## config.mk

```make
export PLATFORM = sky130hd
export DESIGN_NAME = double_sha256_nonce_scan
export DESIGN_NICKNAME = d
export VERILOG_FILES = /design/src/design/dsn_pkg.sv /design/src/design/dsn_datapath.sv /design/src/design/dsn_ctrl.sv /design/src/design/double_sha256_nonce_scan.sv
export SDC_FILE = /design/constraint.sdc
export NUM_CORES = 2
export LEC_CHECK = 0
export BUFFER_PORTS_ARGS = -buffer_cell sky130_fd_sc_hd__buf_2
export CAP_MARGIN = 20
export CORE_MARGIN = 2
export CORE_UTILIZATION = 50
export DETAILED_ROUTE_END_ITERATION = 12
export PLACE_DENSITY = 0.69
export SLEW_MARGIN = 30
export SYNTH_ARGS = -nofsm -noshare
export SYNTH_HDL_FRONTEND = slang
export SYNTH_SLANG_ARGS = --single-unit
```

## constraint.sdc

```tcl
create_clock -name clk -period 65.8 [get_ports clk]
set_input_delay 6.58 -clock clk [delete_from_list [all_inputs] [get_ports clk]]
set_output_delay 6.58 -clock clk [all_outputs]
set_load 0.05 [all_outputs]
```

## src/design/dsn_pkg.sv

```systemverilog
package dsn_pkg;
    localparam int SCAN_WINDOW_BITS_DEFAULT = 12;

    typedef logic [31:0] word_t;
    typedef logic [255:0] state_t;

    typedef struct packed {
        logic load_hdr;
        logic run_rounds;
        logic init_mid;
        logic init_inner;
        logic init_outer;
        logic save_mid;
        logic finish_block;
        logic bump_nonce;
    } cmd_t;

    typedef struct packed {
        logic last_round;
        logic found;
        logic window_end;
    } stat_t;

    function automatic word_t round_k(input logic [5:0] i);
        word_t k;
        unique case (i)
            6'd0: k = 32'h428a2f98; 6'd1: k = 32'h71374491; 6'd2: k = 32'hb5c0fbcf;
            6'd3: k = 32'he9b5dba5; 6'd4: k = 32'h3956c25b; 6'd5: k = 32'h59f111f1;
            6'd6: k = 32'h923f82a4; 6'd7: k = 32'hab1c5ed5; 6'd8: k = 32'hd807aa98;
            6'd9: k = 32'h12835b01; 6'd10: k = 32'h243185be; 6'd11: k = 32'h550c7dc3;
            6'd12: k = 32'h72be5d74; 6'd13: k = 32'h80deb1fe; 6'd14: k = 32'h9bdc06a7;
            6'd15: k = 32'hc19bf174; 6'd16: k = 32'he49b69c1; 6'd17: k = 32'hefbe4786;
            6'd18: k = 32'h0fc19dc6; 6'd19: k = 32'h240ca1cc; 6'd20: k = 32'h2de92c6f;
            6'd21: k = 32'h4a7484aa; 6'd22: k = 32'h5cb0a9dc; 6'd23: k = 32'h76f988da;
            6'd24: k = 32'h983e5152; 6'd25: k = 32'ha831c66d; 6'd26: k = 32'hb00327c8;
            6'd27: k = 32'hbf597fc7; 6'd28: k = 32'hc6e00bf3; 6'd29: k = 32'hd5a79147;
            6'd30: k = 32'h06ca6351; 6'd31: k = 32'h14292967; 6'd32: k = 32'h27b70a85;
            6'd33: k = 32'h2e1b2138; 6'd34: k = 32'h4d2c6dfc; 6'd35: k = 32'h53380d13;
            6'd36: k = 32'h650a7354; 6'd37: k = 32'h766a0abb; 6'd38: k = 32'h81c2c92e;
            6'd39: k = 32'h92722c85; 6'd40: k = 32'ha2bfe8a1; 6'd41: k = 32'ha81a664b;
            6'd42: k = 32'hc24b8b70; 6'd43: k = 32'hc76c51a3; 6'd44: k = 32'hd192e819;
            6'd45: k = 32'hd6990624; 6'd46: k = 32'hf40e3585; 6'd47: k = 32'h106aa070;
            6'd48: k = 32'h19a4c116; 6'd49: k = 32'h1e376c08; 6'd50: k = 32'h2748774c;
            6'd51: k = 32'h34b0bcb5; 6'd52: k = 32'h391c0cb3; 6'd53: k = 32'h4ed8aa4a;
            6'd54: k = 32'h5b9cca4f; 6'd55: k = 32'h682e6ff3; 6'd56: k = 32'h748f82ee;
            6'd57: k = 32'h78a5636f; 6'd58: k = 32'h84c87814; 6'd59: k = 32'h8cc70208;
            6'd60: k = 32'h90befffa; 6'd61: k = 32'ha4506ceb; 6'd62: k = 32'hbef9a3f7;
            default: k = 32'hc67178f2;
        endcase
        return k;
    endfunction

    localparam state_t INIT_H = {32'h6a09e667, 32'hbb67ae85, 32'h3c6ef372, 32'ha54ff53a,
                                 32'h510e527f, 32'h9b05688c, 32'h1f83d9ab, 32'h5be0cd19};

    function automatic word_t bswap(input word_t x);
        return {x[7:0], x[15:8], x[23:16], x[31:24]};
    endfunction
endpackage

```

## src/design/dsn_datapath.sv

```systemverilog
module dsn_datapath #(
    parameter int SCAN_WINDOW_BITS = dsn_pkg::SCAN_WINDOW_BITS_DEFAULT
) (
    input  logic            clk,
    input  dsn_pkg::cmd_t   cmd,
    output dsn_pkg::stat_t  stat,
    input  logic [31:0]     version_word,
    input  logic [63:0]     prev_hash_w0,
    input  logic [63:0]     prev_hash_w1,
    input  logic [63:0]     prev_hash_w2,
    input  logic [63:0]     prev_hash_w3,
    input  logic [63:0]     root_w0,
    input  logic [63:0]     root_w1,
    input  logic [63:0]     root_w2,
    input  logic [63:0]     root_w3,
    input  logic [31:0]     time_word,
    input  logic [31:0]     bits_word,
    input  logic [31:0]     start_nonce,
    output logic [31:0]     nonce_out,
    output logic [63:0]     hash_w0,
    output logic [63:0]     hash_w1,
    output logic [63:0]     hash_w2,
    output logic [63:0]     hash_w3
);
    localparam int WB = (SCAN_WINDOW_BITS < 1) ? 1 :
                        ((SCAN_WINDOW_BITS > 32) ? 32 : SCAN_WINDOW_BITS);

    logic [511:0]          hdr_reg;
    logic [95:0]           tail_reg;
    logic [31:0]           nonce_reg;
    dsn_pkg::state_t       mid_reg;
    dsn_pkg::state_t       base_reg;
    dsn_pkg::state_t       work_reg;
    dsn_pkg::state_t       dig_reg;
    dsn_pkg::word_t        w_reg [16];
    logic [5:0]            rnd_reg;
    logic [511:0]          blk;
    dsn_pkg::word_t        a, b, c, d, e, f, g, h, t1, t2, s0, s1, wn;
    dsn_pkg::state_t       sum;
    logic [31:0]           nonce_next;

    always_comb
    begin
        blk = '0;
        if (cmd.init_mid)
        begin
            blk = hdr_reg;
        end
        else if (cmd.init_inner)
        begin
            blk = {tail_reg, dsn_pkg::bswap(nonce_next), 32'h80000000, 320'h0, 32'd640};
        end
        else
        begin
            blk = {sum, 32'h80000000, 192'h0, 32'd256};
        end
    end

    assign nonce_next = nonce_reg + 32'd1;

    always_comb
    begin
        {a, b, c, d, e, f, g, h} = work_reg;
        s0 = {w_reg[1][6:0], w_reg[1][31:7]} ^ {w_reg[1][17:0], w_reg[1][31:18]}
             ^ (w_reg[1] >> 3);
        s1 = {w_reg[14][16:0], w_reg[14][31:17]} ^ {w_reg[14][18:0], w_reg[14][31:19]}
             ^ (w_reg[14] >> 10);
        wn = w_reg[0] + s0 + w_reg[9] + s1;
        t1 = h + ({e[5:0], e[31:6]} ^ {e[10:0], e[31:11]} ^ {e[24:0], e[31:25]})
             + ((e & f) ^ (~e & g)) + dsn_pkg::round_k(rnd_reg) + w_reg[0];
        t2 = ({a[1:0], a[31:2]} ^ {a[12:0], a[31:13]} ^ {a[21:0], a[31:22]})
             + ((a & b) ^ (a & c) ^ (b & c));
        for (int i = 0; i < 8; i++)
        begin
            sum[255 - 32*i -: 32] = base_reg[255 - 32*i -: 32] + work_reg[255 - 32*i -: 32];
        end
    end

    always_comb
    begin
        stat.last_round = (rnd_reg == 6'd63);
        stat.found = (sum[15:0] == 16'h0);
        stat.window_end = (nonce_reg[WB-1:0] == '0);
    end

    always_ff @(posedge clk)
    begin
        if (cmd.load_hdr)
        begin
            hdr_reg <= {dsn_pkg::bswap(version_word),
                        dsn_pkg::bswap(prev_hash_w0[31:0]), dsn_pkg::bswap(prev_hash_w0[63:32]),
                        dsn_pkg::bswap(prev_hash_w1[31:0]), dsn_pkg::bswap(prev_hash_w1[63:32]),
                        dsn_pkg::bswap(prev_hash_w2[31:0]), dsn_pkg::bswap(prev_hash_w2[63:32]),
                        dsn_pkg::bswap(prev_hash_w3[31:0]), dsn_pkg::bswap(prev_hash_w3[63:32]),
                        dsn_pkg::bswap(root_w0[31:0]), dsn_pkg::bswap(root_w0[63:32]),
                        dsn_pkg::bswap(root_w1[31:0]), dsn_pkg::bswap(root_w1[63:32]),
                        dsn_pkg::bswap(root_w2[31:0]), dsn_pkg::bswap(root_w2[63:32]),
                        dsn_pkg::bswap(root_w3[31:0])};
            tail_reg <= {dsn_pkg::bswap(root_w3[63:32]), dsn_pkg::bswap(time_word),
                         dsn_pkg::bswap(bits_word)};
            nonce_reg <= start_nonce;
        end
        if (cmd.bump_nonce)
        begin
            nonce_reg <= nonce_next;
        end
        if (cmd.init_mid || cmd.init_inner || cmd.init_outer)
        begin
            for (int i = 0; i < 16; i++)
            begin
                w_reg[i] <= blk[511 - 32*i -: 32];
            end
            rnd_reg <= 6'd0;
            if (cmd.init_mid)
            begin
                work_reg <= dsn_pkg::INIT_H;
                base_reg <= dsn_pkg::INIT_H;
            end
            else if (cmd.init_inner)
            begin
                work_reg <= mid_reg;
                base_reg <= mid_reg;
            end
            else
            begin
                work_reg <= dsn_pkg::INIT_H;
                base_reg <= dsn_pkg::INIT_H;
            end
        end
        else if (cmd.run_rounds)
        begin
            for (int i = 0; i < 15; i++)
            begin
                w_reg[i] <= w_reg[i+1];
            end
            w_reg[15] <= wn;
            work_reg <= {t1 + t2, a, b, c, d + t1, e, f, g};
            rnd_reg <= rnd_reg + 6'd1;
        end
        if (cmd.save_mid)
        begin
            mid_reg <= sum;
        end
        if (cmd.finish_block)
        begin
            dig_reg <= sum;
        end
    end

    always_comb
    begin
        nonce_out = nonce_reg;
        hash_w0 = {dsn_pkg::bswap(dig_reg[223:192]), dsn_pkg::bswap(dig_reg[255:224])};
        hash_w1 = {dsn_pkg::bswap(dig_reg[159:128]), dsn_pkg::bswap(dig_reg[191:160])};
        hash_w2 = {dsn_pkg::bswap(dig_reg[95:64]), dsn_pkg::bswap(dig_reg[127:96])};
        hash_w3 = {dsn_pkg::bswap(dig_reg[31:0]), dsn_pkg::bswap(dig_reg[63:32])};
    end
endmodule

```

## src/design/dsn_ctrl.sv

```systemverilog
module dsn_ctrl (
    input  logic           clk,
    input  logic           rst_n,
    input  logic           start,
    output logic           busy,
    output logic           done,
    output logic           status,
    output dsn_pkg::cmd_t  cmd,
    input  dsn_pkg::stat_t stat
);
    localparam logic [2:0] S_IDLE  = 3'd0;
    localparam logic [2:0] S_MID   = 3'd1;
    localparam logic [2:0] S_IN    = 3'd2;
    localparam logic [2:0] S_OUT   = 3'd3;
    localparam logic [2:0] S_CHECK = 3'd4;
    localparam logic [2:0] S_DONE  = 3'd5;

    logic [2:0] state_reg, state_next;
    logic       loaded_reg, loaded_next;
    logic       status_reg, status_next;
    logic       done_reg, done_next;

    always_comb
    begin
        state_next = state_reg;
        loaded_next = loaded_reg;
        status_next = status_reg;
        done_next = 1'b0;
        cmd = '0;
        unique case (state_reg)
            S_IDLE:
            begin
                if (start)
                begin
                    cmd.load_hdr = 1'b1;
                    state_next = S_MID;
                    loaded_next = 1'b0;
                end
            end
            S_MID:
            begin
                if (!loaded_reg)
                begin
                    cmd.init_mid = 1'b1;
                    loaded_next = 1'b1;
                end
                else
                begin
                    cmd.run_rounds = 1'b1;
                    if (stat.last_round)
                    begin
                        state_next = S_CHECK;
                        loaded_next = 1'b0;
                    end
                end
            end
            S_CHECK:
            begin
                if (!loaded_reg)
                begin
                    cmd.save_mid = 1'b1;
                    loaded_next = 1'b1;
                end
                else
                begin
                    cmd.init_inner = 1'b1;
                    cmd.bump_nonce = 1'b1;
                    state_next = S_IN;
                end
            end
            S_IN:
            begin
                cmd.run_rounds = 1'b1;
                if (stat.last_round)
                begin
                    loaded_next = 1'b0;
                    state_next = S_OUT;
                end
            end
            S_OUT:
            begin
                if (!loaded_reg)
                begin
                    cmd.init_outer = 1'b1;
                    loaded_next = 1'b1;
                end
                else
                begin
                    cmd.run_rounds = 1'b1;
                    if (stat.last_round)
                    begin
                        state_next = S_DONE;
                    end
                end
            end
            S_DONE:
            begin
                cmd.finish_block = 1'b1;
                if (stat.found)
                begin
                    status_next = 1'b1;
                    done_next = 1'b1;
                    state_next = S_IDLE;
                end
                else if (stat.window_end)
                begin
                    status_next = 1'b0;
                    done_next = 1'b1;
                    state_next = S_IDLE;
                end
                else
                begin
                    state_next = S_CHECK;
                end
            end
            default: state_next = S_IDLE;
        endcase
    end

    always_ff @(posedge clk or negedge rst_n)
    begin
        if (!rst_n)
        begin
            state_reg <= S_IDLE;
            loaded_reg <= 1'b0;
            status_reg <= 1'b0;
            done_reg <= 1'b0;
        end
        else
        begin
            state_reg <= state_next;
            loaded_reg <= loaded_next;
            status_reg <= status_next;
            done_reg <= done_next;
        end
    end

    assign busy = (state_reg != S_IDLE);
    assign done = done_reg;
    assign status = status_reg;
endmodule

```

## src/design/double_sha256_nonce_scan.sv

```systemverilog
// Double SHA-256 nonce scanner.
// Raise start while busy is low; all header fields and start_nonce are sampled at
// the edge where start is high and busy is low.
// The block hashes the first 64 header bytes once, then for each nonce
// (start_nonce plus one, wrapping) runs two compressions of 64 rounds each
// on a single round unit, one round per cycle.
// A scan stops when digest bytes 30 and 31 are zero or when the low window bits
// of the nonce are all zero, so at most 2^SCAN_WINDOW_BITS nonces are tried (width clamped to 1..32).
// done is high for one cycle with status, nonce_out and hash_w0..hash_w3 valid;
// the receiver cannot stall and must take it.
// busy is high from the accepting edge until the cycle in which done is shown,
// so a new item can be accepted at the edge that takes the result.
// Reset returns the controller to idle; no result is pending after reset.
module double_sha256_nonce_scan #(
    parameter int SCAN_WINDOW_BITS = dsn_pkg::SCAN_WINDOW_BITS_DEFAULT
) (
    input  logic        clk,
    input  logic        rst_n,
    input  logic        start,
    output logic        busy,
    output logic        done,
    input  logic [31:0] version_word,
    input  logic [63:0] prev_hash_w0,
    input  logic [63:0] prev_hash_w1,
    input  logic [63:0] prev_hash_w2,
    input  logic [63:0] prev_hash_w3,
    input  logic [63:0] root_w0,
    input  logic [63:0] root_w1,
    input  logic [63:0] root_w2,
    input  logic [63:0] root_w3,
    input  logic [31:0] time_word,
    input  logic [31:0] bits_word,
    input  logic [31:0] start_nonce,
    output logic        status,
    output logic [31:0] nonce_out,
    output logic [63:0] hash_w0,
    output logic [63:0] hash_w1,
    output logic [63:0] hash_w2,
    output logic [63:0] hash_w3
);
    dsn_pkg::cmd_t  cmd;
    dsn_pkg::stat_t stat;

    dsn_ctrl u_ctrl (
        .clk(clk), .rst_n(rst_n), .start(start), .busy(busy), .done(done),
        .status(status), .cmd(cmd), .stat(stat)
    );

    dsn_datapath #(.SCAN_WINDOW_BITS(SCAN_WINDOW_BITS)) u_dp (
        .clk(clk), .cmd(cmd), .stat(stat),
        .version_word(version_word), .prev_hash_w0(prev_hash_w0),
        .prev_hash_w1(prev_hash_w1), .prev_hash_w2(prev_hash_w2),
        .prev_hash_w3(prev_hash_w3), .root_w0(root_w0), .root_w1(root_w1),
        .root_w2(root_w2), .root_w3(root_w3), .time_word(time_word),
        .bits_word(bits_word), .start_nonce(start_nonce), .nonce_out(nonce_out),
        .hash_w0(hash_w0), .hash_w1(hash_w1), .hash_w2(hash_w2), .hash_w3(hash_w3)
    );
endmodule

```

# Yosys cells after proc, flatten, opt, wreduce, memory -nomap -nowiden
# Memories as Yosys holds them, arrays and structs flattened. A register that Yosys moved wholly into a read port is not among the register bits.
# Index checks and enable logic that the tools add are counted.
# totals
register_bits	1676
word_cells	156
memories	2
output_inout_bits	291
ramBits	512
inputBits	643
romBits	2048
# op_classes
n_reduce_logical	15
n_mux	61
bitwise	33
n_addsub	20
eq_ne	13
# mem_list
memory	depth	width	rd	rd_clocked_by_memory_dff	write_ports	line	rtl
(name not given)	64	32	1	1	0	dsn_pkg.sv:26	unique case (i)
u_dp.w_reg	16	32	16	0	16	dsn_datapath.sv:35	dsn_pkg::word_t w_reg [16];
# op_table
cell	n
$mux W256	4
$mux W512	2
$add A32 B32 Y32	18
$mux W32	18
$xor A32 B32 Y32	9
$and A32 B32 Y32	5
$add A32 B1 Y32 const B	1
$not A32 Y32	1
$xor A32 B22 Y32	1
$xor A32 B29 Y32	1
$mux W3	9
$mux W1	23
$pmux W3 S6	1
$logic_not A16 Y1	1
$or A1 B1 Y1	16
$logic_not A12 Y1	1
$mux W6	2
$ne A2 B2 Y1 const B	4
$reduce_and A7 Y1	1
$add A6 B1 Y6 const B	1
$eq A3 B2 Y1 const B	2
$eq A3 B3 Y1 const B	2
$eq A6 B6 Y1 const B	1
$ne A2 B1 Y1 const B	3
other kinds (11)	15

# Longest topological paths before layout
# depth
ltp_word	9
depth_mapped	33
ltp_nobuf	32

# Modules after synthesis
# From an unflattened synthesis, not the netlist that was laid out.
# hier_totals
hier_cells	8257
hier_area_um2	108151.2
# by_module_without_submodules
mod	area_per_inst_um2	cells_each	instances
dsn_datapath	107758.3	8210	1
dsn_ctrl	392.9	47	1

# Worst setup path after synthesis
# OpenSTA, ideal clock, no wires.
# synth_timing
path_kind	input to register
from	input port start
to	register u_dp.hdr_reg[0] (enable)
setup_slack_ns	32.583
path_buffers	0
t_required_ns	64.202
stages	2
arrival_time_ns	31.619
setup_ns	1.598
path_cell_list	inv_1 > nor2_1
# synth_lines
element	line	rtl
start, declared	double_sha256_nonce_scan.sv:19	input logic start,
end signal, assigned	dsn_datapath.sv:90	hdr_reg <= {dsn_pkg::bswap(version_word),
end, declared	dsn_datapath.sv:28	logic [511:0] hdr_reg;

==> metrics <==
outcome=finished clean; layout overhead on the synthesized area=14.7%; EDFF count, synth=2176; class of the most critical hold timing path=register to register; crit path max fanout=111; total routing usage reported by global routing=around a third; transition time at the pin with the least slew margin=between 1 and 1.5 ns; wire length of the first global-routing pass=534000 µm; first-iteration detailed-routing DRC count=10100; unrepaired setup endpoints after global routing=no; vias after detailed routing=roughly 75000; clock tree from TritonCTS=yes; die height=466 µm; Period Utilization, post-route=15.4%; Setup crit end kind=register; worst relative slew slack=27.8%; root cell of the clock tree=sky130_fd_sc_hd__clkbuf_16; total routed wirelength=389000 µm; achievable frequency=roughly 99 MHz; total nets after synthesis=9289; CP Class=primary input to register; arrival time reported for the critical path endpoint=about 11 ns; share of synthesized registers carrying an async set or reset=0.270%; Total Nets Final=between 10000 and 15000; source-to-sink clock delay at the later pin of the worst-skew pair=0.92 ns; YS warnings=0; Syn Inst Count=8060; largest net degree at the start of global routing=about 180; Final TNS setup=0 ns; sort of element at the start of the critical path=primary input; number of H-tree levels=4; Final setup violation count=0; shortest clock period the worst path allows after layout=10.13 ns; io pins=934; wire per inst=about 32 µm; post-cts gate resize count=0; mean area per synthesized cell=13.3 µm²; Final HPWL DP=294000 µm; count of buffers inserted at the top-level ports=933; post-CTS clock slew at the launch and capture registers of the worst setup and hold paths=0.06 ns; via count of the first global-routing pass=70900; #FFs+latches synth=2220; area after detailed placement=115000 µm²; CTS sink count=2220; share of cells above drive strength 1=16.2%; antenna violations before repair=54; final estimated routing congestion in global placement=slightly above 1; number of filler instances in the final layout=around 17000; Antenna Violating Nets Remaining=0; number of pins with negative max-slew slack in the final report=0; Hold Violations, Final=0; Post CTS Setup Buffer Count=0; distinct cell type count after synthesis=between 90 and 100; number of placement rows=169; initial cell density of the core=roughly half; vias per cell=6.26; dominant synthesized flop cell=sky130_fd_sc_hd__edfxtp_1; fraction of the yosys area taken by sequential cells=62.0%; Longest Clk Path Bufs=3; Remaining Overflow, GRT=0; count of maximum capacitance violations=0; hold buffer count at cts=0; number of design rule violations left after detail routing=0; core footprint=212000 µm²; final worst clock skew=0.0507 ns; required time of the worst setup path=66.35 ns; number of iterations in the first detailed-routing pass=8; die area=218000 µm²; Inserted Clock Buffers=about 230; post-route design area=123000 µm²; Mapped Area=107000 µm²; Die X=about 470 µm
[cell usage after synthesis (49+ instances only)]
| master | number | area share (%) |
|---|---|---|
| sky130_fd_sc_hd__edfxtp_1 | 2176 | 61 |
| sky130_fd_sc_hd__nor2_1 | 560 | 2.0 |
| sky130_fd_sc_hd__xnor2_1 | 443 | 3.6 |
| sky130_fd_sc_hd__nand2_1 | 414 | 1.5 |
| sky130_fd_sc_hd__a21oi_1 | 394 | 1.8 |
| sky130_fd_sc_hd__ha_1 | 391 | 4.6 |
| sky130_fd_sc_hd__clkbuf_1 | 358 | 1.3 |
| sky130_fd_sc_hd__inv_1 | 358 | 1.3 |
| sky130_fd_sc_hd__a21o_1 | 297 | 2.1 |
| sky130_fd_sc_hd__o21ai_0 | 290 | 1.4 |
| sky130_fd_sc_hd__a22o_1 | 236 | 1.9 |
| sky130_fd_sc_hd__fa_1 | 195 | 3.7 |
| sky130_fd_sc_hd__nand2b_1 | 190 | 1.1 |
| sky130_fd_sc_hd__xor2_1 | 180 | 1.5 |
| sky130_fd_sc_hd__o21a_1 | 176 | 1.2 |
| sky130_fd_sc_hd__and2_1 | 134 | 0.78 |
| sky130_fd_sc_hd__a31oi_1 | 123 | 0.72 |
| sky130_fd_sc_hd__a221oi_1 | 119 | 0.97 |
| sky130_fd_sc_hd__nand3_1 | 102 | 0.48 |
| sky130_fd_sc_hd__a22oi_1 | 97 | 0.68 |
| sky130_fd_sc_hd__nor3_1 | 69 | 0.32 |
| sky130_fd_sc_hd__a211oi_1 | 62 | 0.44 |
| sky130_fd_sc_hd__nor2b_1 | 51 | 0.30 |
| sky130_fd_sc_hd__o211ai_1 | 49 | 0.34 |
[cell type report]
cell class | instances | area (µm²) | area share (%)
Clock inverter | 165 | 1710 | 1.39
Sequential cell | 2220 | 66300 | 54.0
Inverter | 362 | 1380 | 1.13
Tap cell | 2821 | 3530 | 2.88
Timing Repair Buffer | 1064 | 5780 | 4.71
Antenna cell | 33 | 82.6 | 0.0673
Clock buffer | 261 | 5880 | 4.80
Multi-Input combinational cell | 5088 | 38000 | 31.0
[cells by family (layout without fill, tap and decap cells)]
| logic type | Yosys count | count (layout) | share of synthesized area, % |
|---|---|---|---|
| buffers and inverters | 752 | 1852 | 2.64 |
| muxes | 39 | 39 | 0.379 |
| DFF | 2220 | 2220 | 62.0 |
| and+or+nand+nor | 1665 | 1665 | 7.33 |
| adders and majority gates | 608 | 608 | 8.43 |
| other | 0 | 33 | 0 |
| AOI/OAI and AO/OA | 2151 | 2151 | 14.1 |
| xor gates and xnor gates | 625 | 625 | 5.15 |
[through the flow]
step	hold slack [ns]	utilization [%]	setup slack, ns	std cells
floorplan	0.484	-	32.58	8060
global placement	0.499	54.1	54.69	11600
detailed placement	0.507	54.1	54.59	11600
CTS	0.508	57.7	55.60	12000
global route	0.546	57.7	55.46	12000
finish	0.509	57.8	55.67	12000
[final timing paths]
check | start | to | slack (ns) | depth (start not counted)
max | start | u_dp.tail_reg[64]$_DFFE_PP_ | 55.67 | 8
min | u_dp.mid_reg[31]$_DFFE_PP_ | u_dp.base_reg[31]$_DFFE_PN_ | 0.51 | 1
max reg2reg | u_dp.work_reg[110]$_DFFE_PP_ | u_dp.work_reg[255]$_DFFE_PP_ | 56.33 | 30
min reg2reg | u_dp.mid_reg[31]$_DFFE_PP_ | u_dp.base_reg[31]$_DFFE_PN_ | 0.51 | 1
max in group asynchronous | rst_n | u_ctrl.loaded_reg$_DFFE_PN0P_ | 60.15 | 1
min in group asynchronous | rst_n | u_ctrl.state_reg[1]$_DFFE_PN0P_ | 5.48 | 1
[critical path, stage by stage]
cell and delay [ns]:
sky130_fd_sc_hd__buf_2 0.11, sky130_fd_sc_hd__inv_1 0.11, sky130_fd_sc_hd__nor2_4 0.73, sky130_fd_sc_hd__buf_4 0.65
sky130_fd_sc_hd__buf_12 0.29, sky130_fd_sc_hd__buf_16 0.39, sky130_fd_sc_hd__buf_6 0.69, sky130_fd_sc_hd__buf_4 0.80
[per-layer routing]
layer	wire, µm	GRT usage (%)
met2	172000	51.5
met3	40800	6.78
met4	23400	18.9
met5	238	0
met1	153000	49.1
[layout by cell type (no fill, tap or decap), types with 26 or more instances in the layout]
| cell type | count |
|---|---|
| sky130_fd_sc_hd__o21a_1 | 176 |
| sky130_fd_sc_hd__buf_4 | 113 |
| sky130_fd_sc_hd__o31ai_1 | 26 |
| sky130_fd_sc_hd__a22oi_1 | 97 |
| sky130_fd_sc_hd__nor2b_1 | 51 |
| sky130_fd_sc_hd__diode_2 | 33 |
| sky130_fd_sc_hd__ha_1 | 391 |
| sky130_fd_sc_hd__mux2i_1 | 35 |
| sky130_fd_sc_hd__clkbuf_16 | 230 |
| sky130_fd_sc_hd__fa_1 | 195 |
| sky130_fd_sc_hd__a31oi_1 | 123 |
| sky130_fd_sc_hd__xor2_1 | 177 |
| sky130_fd_sc_hd__nand4_1 | 27 |
| sky130_fd_sc_hd__o211ai_1 | 49 |
| sky130_fd_sc_hd__a211oi_1 | 62 |
| sky130_fd_sc_hd__and2_1 | 134 |
| sky130_fd_sc_hd__nand3_1 | 102 |
| sky130_fd_sc_hd__edfxtp_1 | 2176 |
| sky130_fd_sc_hd__dfxtp_1 | 38 |
| sky130_fd_sc_hd__buf_2 | 935 |
| sky130_fd_sc_hd__nand2b_1 | 187 |
| sky130_fd_sc_hd__inv_1 | 354 |
| sky130_fd_sc_hd__clkbuf_1 | 30 |
| sky130_fd_sc_hd__nand2_1 | 414 |
| sky130_fd_sc_hd__a21boi_0 | 37 |
| sky130_fd_sc_hd__clkinv_2 | 52 |
| sky130_fd_sc_hd__clkinv_1 | 47 |
| sky130_fd_sc_hd__o21ai_0 | 288 |
| sky130_fd_sc_hd__xnor2_1 | 437 |
| sky130_fd_sc_hd__a21oi_1 | 393 |
| sky130_fd_sc_hd__o21bai_1 | 46 |
| sky130_fd_sc_hd__nor3_1 | 67 |
| sky130_fd_sc_hd__nor2_1 | 556 |
| sky130_fd_sc_hd__a22o_1 | 236 |
| sky130_fd_sc_hd__a221oi_1 | 119 |
| sky130_fd_sc_hd__and3_1 | 39 |
| sky130_fd_sc_hd__a21o_1 | 296 |
Power is not shown: default switching activity piles up to over one toggle a cycle in this logic, so the estimate is an artifact.
